==> src/sv/oll_pkg.sv <==
// Shared types and constants for the ordered list engine.
// Holds the action and status codes, the cell command type and the controller state type.
// No dependencies.
package oll_pkg;

  localparam int CAPACITY_DEF = 64;
  localparam int DATA_W       = 32;
  localparam int ACT_W        = 3;
  localparam int ST_W         = 2;

  // Action codes on the action port.
  localparam logic [ACT_W-1:0] ACT_INS_HEAD = 3'd0;
  localparam logic [ACT_W-1:0] ACT_INS_TAIL = 3'd1;
  localparam logic [ACT_W-1:0] ACT_INS_POS  = 3'd2;
  localparam logic [ACT_W-1:0] ACT_DEL_HEAD = 3'd3;
  localparam logic [ACT_W-1:0] ACT_DEL_KEY  = 3'd4;

  typedef enum logic [ST_W-1:0] {
    ST_DONE      = 2'd0,
    ST_FULL      = 2'd1,
    ST_NOT_FOUND = 2'd2,
    ST_EMPTY     = 2'd3
  } status_t;

  // Command broadcast to every cell of the row.
  typedef enum logic [1:0] {
    CELL_HOLD,
    CELL_INSERT,
    CELL_REMOVE,
    CELL_SCAN
  } cell_op_t;

  typedef struct packed {
    cell_op_t op;
    logic     found;
  } cell_ctl_t;

  typedef enum logic [1:0] {
    S_IDLE,
    S_SCAN,
    S_REPORT
  } state_t;

endpackage

==> src/sv/oll_cell.sv <==
// One storage cell of the ordered list row.
// Holds one entry and trades it with its left and right neighbors on command.
// Depends on oll_pkg.
module oll_cell
  import oll_pkg::*;
#(
  parameter int IDX_W = 6,
  parameter int INDEX = 0
) (
  input  logic                     clk,
  input  cell_ctl_t                ctl,
  input  logic [IDX_W-1:0]         idx,
  input  logic signed [DATA_W-1:0] key,
  input  logic signed [DATA_W-1:0] left_data,
  input  logic signed [DATA_W-1:0] right_data,
  output logic signed [DATA_W-1:0] data,
  output logic                     hit
);

  localparam logic [IDX_W-1:0] MY_IDX = IDX_W'(INDEX);

  logic at_idx;
  logic key_eq;

  assign at_idx = (MY_IDX == idx);
  assign key_eq = (data == key);
  assign hit    = (ctl.op == CELL_SCAN) && at_idx && key_eq;

  always_ff @(posedge clk) begin
    unique case (ctl.op)
      CELL_INSERT: begin
        // open the gap: cells past the insert point move one step toward the tail
        if (MY_IDX > idx) begin
          data <= left_data;
        end else if (at_idx) begin
          data <= key;
        end
      end
      CELL_REMOVE: begin
        if (MY_IDX >= idx) begin
          data <= right_data;
        end
      end
      CELL_SCAN: begin
        // close the gap as the scan passes, once the key has been seen
        if (at_idx && (ctl.found || key_eq)) begin
          data <= right_data;
        end
      end
      default: begin
      end
    endcase
  end

endmodule

==> config.mk <==
export PLATFORM = sky130hd
export DESIGN_NAME = oll_cell
export DESIGN_NICKNAME = d
export VERILOG_FILES = /design/src/sv/oll_pkg.sv /design/src/sv/oll_cell.sv
export SDC_FILE = /design/constraint.sdc
export NUM_CORES = 1
export LEC_CHECK = 0
export BUFFER_PORTS_ARGS = -buffer_cell sky130_fd_sc_hd__buf_4
export CAP_MARGIN = 20
export CELL_PAD_IN_SITES_DETAIL_PLACEMENT = 2
export CELL_PAD_IN_SITES_GLOBAL_PLACEMENT = 2
export CORE_ASPECT_RATIO = 0.8
export CORE_MARGIN = 2
export CORE_UTILIZATION = 25
export CTS_BUF_LIST = sky130_fd_sc_hd__clkbuf_4
export DETAILED_ROUTE_END_ITERATION = 10
export PLACE_DENSITY = 0.95
export SETUP_SLACK_MARGIN = 0.1
export SLEW_MARGIN = 40
export SYNTH_ARGS = -nofsm -noshare
export SYNTH_HDL_FRONTEND = slang
export SYNTH_SLANG_ARGS = --single-unit
==> constraint.sdc <==
create_clock -name clk -period 5.5 [get_ports clk]
set_input_delay 0.55 -clock clk [delete_from_list [all_inputs] [get_ports clk]]
set_output_delay 0.55 -clock clk [all_outputs]
set_load 0.02 [all_outputs]
==> summary.txt <==
Regs by FF count: data (32)
Setup Skew: 12.1 ps
Layout cells sized above 1: 64.6%
Finished Cell Area: 2690 um^2
ANT cells: 0
Crit path to: hit
Reg2reg end: data[6]$_DFFE_PP_
Max VDD drop: 0.0000896 V
Hold Crit Class: in -> reg
Critical path startpoint category: register
Clock Pin Slew Worst Setup and Hold Paths: 100 ps
Core area: 6790 um^2
Setup TNS: 0 ps
CTS Sinks: 32
CP endpoint kind: output pin
Final Wtd Congestion: 0.695
Initial antenna violation count: 0
Post-synthesis sequential area ratio: 55.4%
Non-Filler Instances: 316
Final setup viols: 0
Clock tree buffer depth: 2
Chip Width: 97.1 um
Initial DRC count: 36
Number of remaining DRC errors: 0
Leading area contributor after synthesis: edfxtp_1
Yosys top cell area share: 55.4%
Power per cell area: 186 nW/um^2
R2R setup slack: 3140 ps
Worst Setup SP: data[6]$_DFFE_PP_
Post-DP HPWL: 4250 um
Initial Util: 25.5%
Vias in the first global route: 1682
Tot GR Track Use: 14.4%
Wire length per cell: 16.8 um
Area Growth Syn to Fin: 54.8%
Post-CTS Setup Inserts: 0
R2R cell count: 6
WS Path Type: reg -> out
EDFF count, synth: 32
Post-CTS resize count: 0
Post-route ant nets: 0
Min Hold Slack: 524 ps
Seq cells post-synth: 32
Chip height: 78.5 um
Clock power frac: 26.4%
Switching Share: 22.8%
Syn Inst Count: 119
Port Buffers: 106
Register share of total power: 54.8%
CTS tree: done
GR Overflow Total: 0
Final wirelength: 5300 um
# IOs: 139
Worst Path Required: 4950 ps
Status: finished clean
Post-synth top cells: edfxtp_1, mux2_2, xnor2_1
TritonCTS Buffers: 5
Syn Area/Cell: 14.6 um^2
First-pass iteration count of the detailed router: 4
Vias: 1387
Worst Hold Launch: right_data[24]
Leak: 1.04 nW
Post-DP Area: 2640 um^2
Max Fclk: 0.389 GHz
Switching power total: 0.000114 W
CTS Hold Bufs: 0
Placement Rows: 27
YS warnings: 0
Main flop type after synthesis: edfxtp_1
First-pass GRT wire length: 8540 um
Combinational share of power: 18.8%
Top cells by area, synth: edfxtp_1, mux2_2, xnor2_1, nand4_1, nor4_1
Critical Path Fanout Max: 2
Final-report hold violation count: 0
Max reg flops: 32
Via/cell ratio: 4.39
Fin crit share: 46.8%
Most flops, register: data
Die Area: 7620 um^2
Cell variety after synth: 11
Internal power: 0.000386 W
Synth Cell Area: 1730 um^2
Minimum clock period: 2570 ps
Crit path DAT: 2020 ps
Clk_lat worst skew: 320 ps
Final nets: 335
Reg-to-Reg Start: data[6]$_DFFE_PP_
Final Max Slew Viols: 0
Post-synth ARST share: 0%
Final core utilization: 39.5%
Clk root buf: clkbuf_4
H-tree depth: 2
Slew @ Worst Pin: 480 ps
Max cap viols: 0
Placed Cells: 309
Largest net degree at the start of global routing: 35
Relative slew slack: 68.0%
Unrepaired setup endpoints after global routing: no
Syn_nets: 225
==> kinds of logic after synthesis <==
group                  after synthesis  synth area share [%]
AO/OA/AOI/OAI                        1                 0.721
flip-flops                          32                  55.4
AND/OR/NAND/NOR                     18                  5.84
XOR/XNOR                            32                  16.2
buffers and inverters                4                  1.08
multiplexers                        32                  20.8
==> per-stage QoR <==
stage,power (W),worst slack (ps)
after floorplan,0.000319,2530
after global placement,0.000370,2840
after detailed placement,0.000375,2860
after CTS,0.000509,2830
after global routing,0.000526,2740
final,0.000500,2930
==> worst min-delay path by stage <==
stage / to / slack (ps) / cells after the start
floorplan: data[0]$_DFFE_PP_ / 770 / 1
global placement: data[5]$_DFFE_PP_ / 850 / 2
detailed placement: data[14]$_DFFE_PP_ / 860 / 2
CTS: data[7]$_DFFE_PP_ / 510 / 2
global route: data[25]$_DFFE_PP_ / 490 / 2
finish: data[24]$_DFFE_PP_ / 520 / 2
==> layer usage <==
layer	vias up	track usage, %	share of wire [%]	wire [um]
li1	661	-	-	-
met1	670	15.6	39	2060
met2	54	27.3	54	2860
met3	2	5.16	6.8	359
met4	0	2.54	0.36	19
met5	-	0	0	0
==> power groups by stage <==
stage               registers (W)  clock network [W]  logic [W]
floorplan                0.000282                  0  0.0000377
global placement         0.000279                  0  0.0000910
detailed placement       0.000279                  0  0.0000958
CTS                      0.000274           0.000139  0.0000962
global route             0.000274           0.000149   0.000103
finish                   0.000274           0.000132  0.0000941
==> worst max-delay path, stage by stage, from the launching register on <==
cell and delay (ps):
edfxtp_1 420, xnor2_1 200, nand4_1 160, nor4_1 370, nand2_1 200, nor3_2 200
buf_4 160
==> placed cells by master, fill, tap and decap left out, drive strengths merged <==
master / instances
a211oi: 1
buf: 107
clkbuf: 6
clkinv: 1
edfxtp: 32
mux2: 32
nand2: 3
nand4: 8
nor2: 3
nor3: 1
nor4: 3
xnor2: 32
==> cell type report <==
| cell class | instances | area [um^2] |
|---|---|---|
| Fill cell | 721 | 4110 |
| Sequential cell | 32 | 961 |
| Timing Repair Buffer | 107 | 803 |
| Multi-Input combinational cell | 83 | 762 |
| Tap cell | 87 | 109 |
| Clock buffer | 6 | 45.0 |
| Clock inverter | 1 | 5.00 |
(Power assumes the default switching activity.)
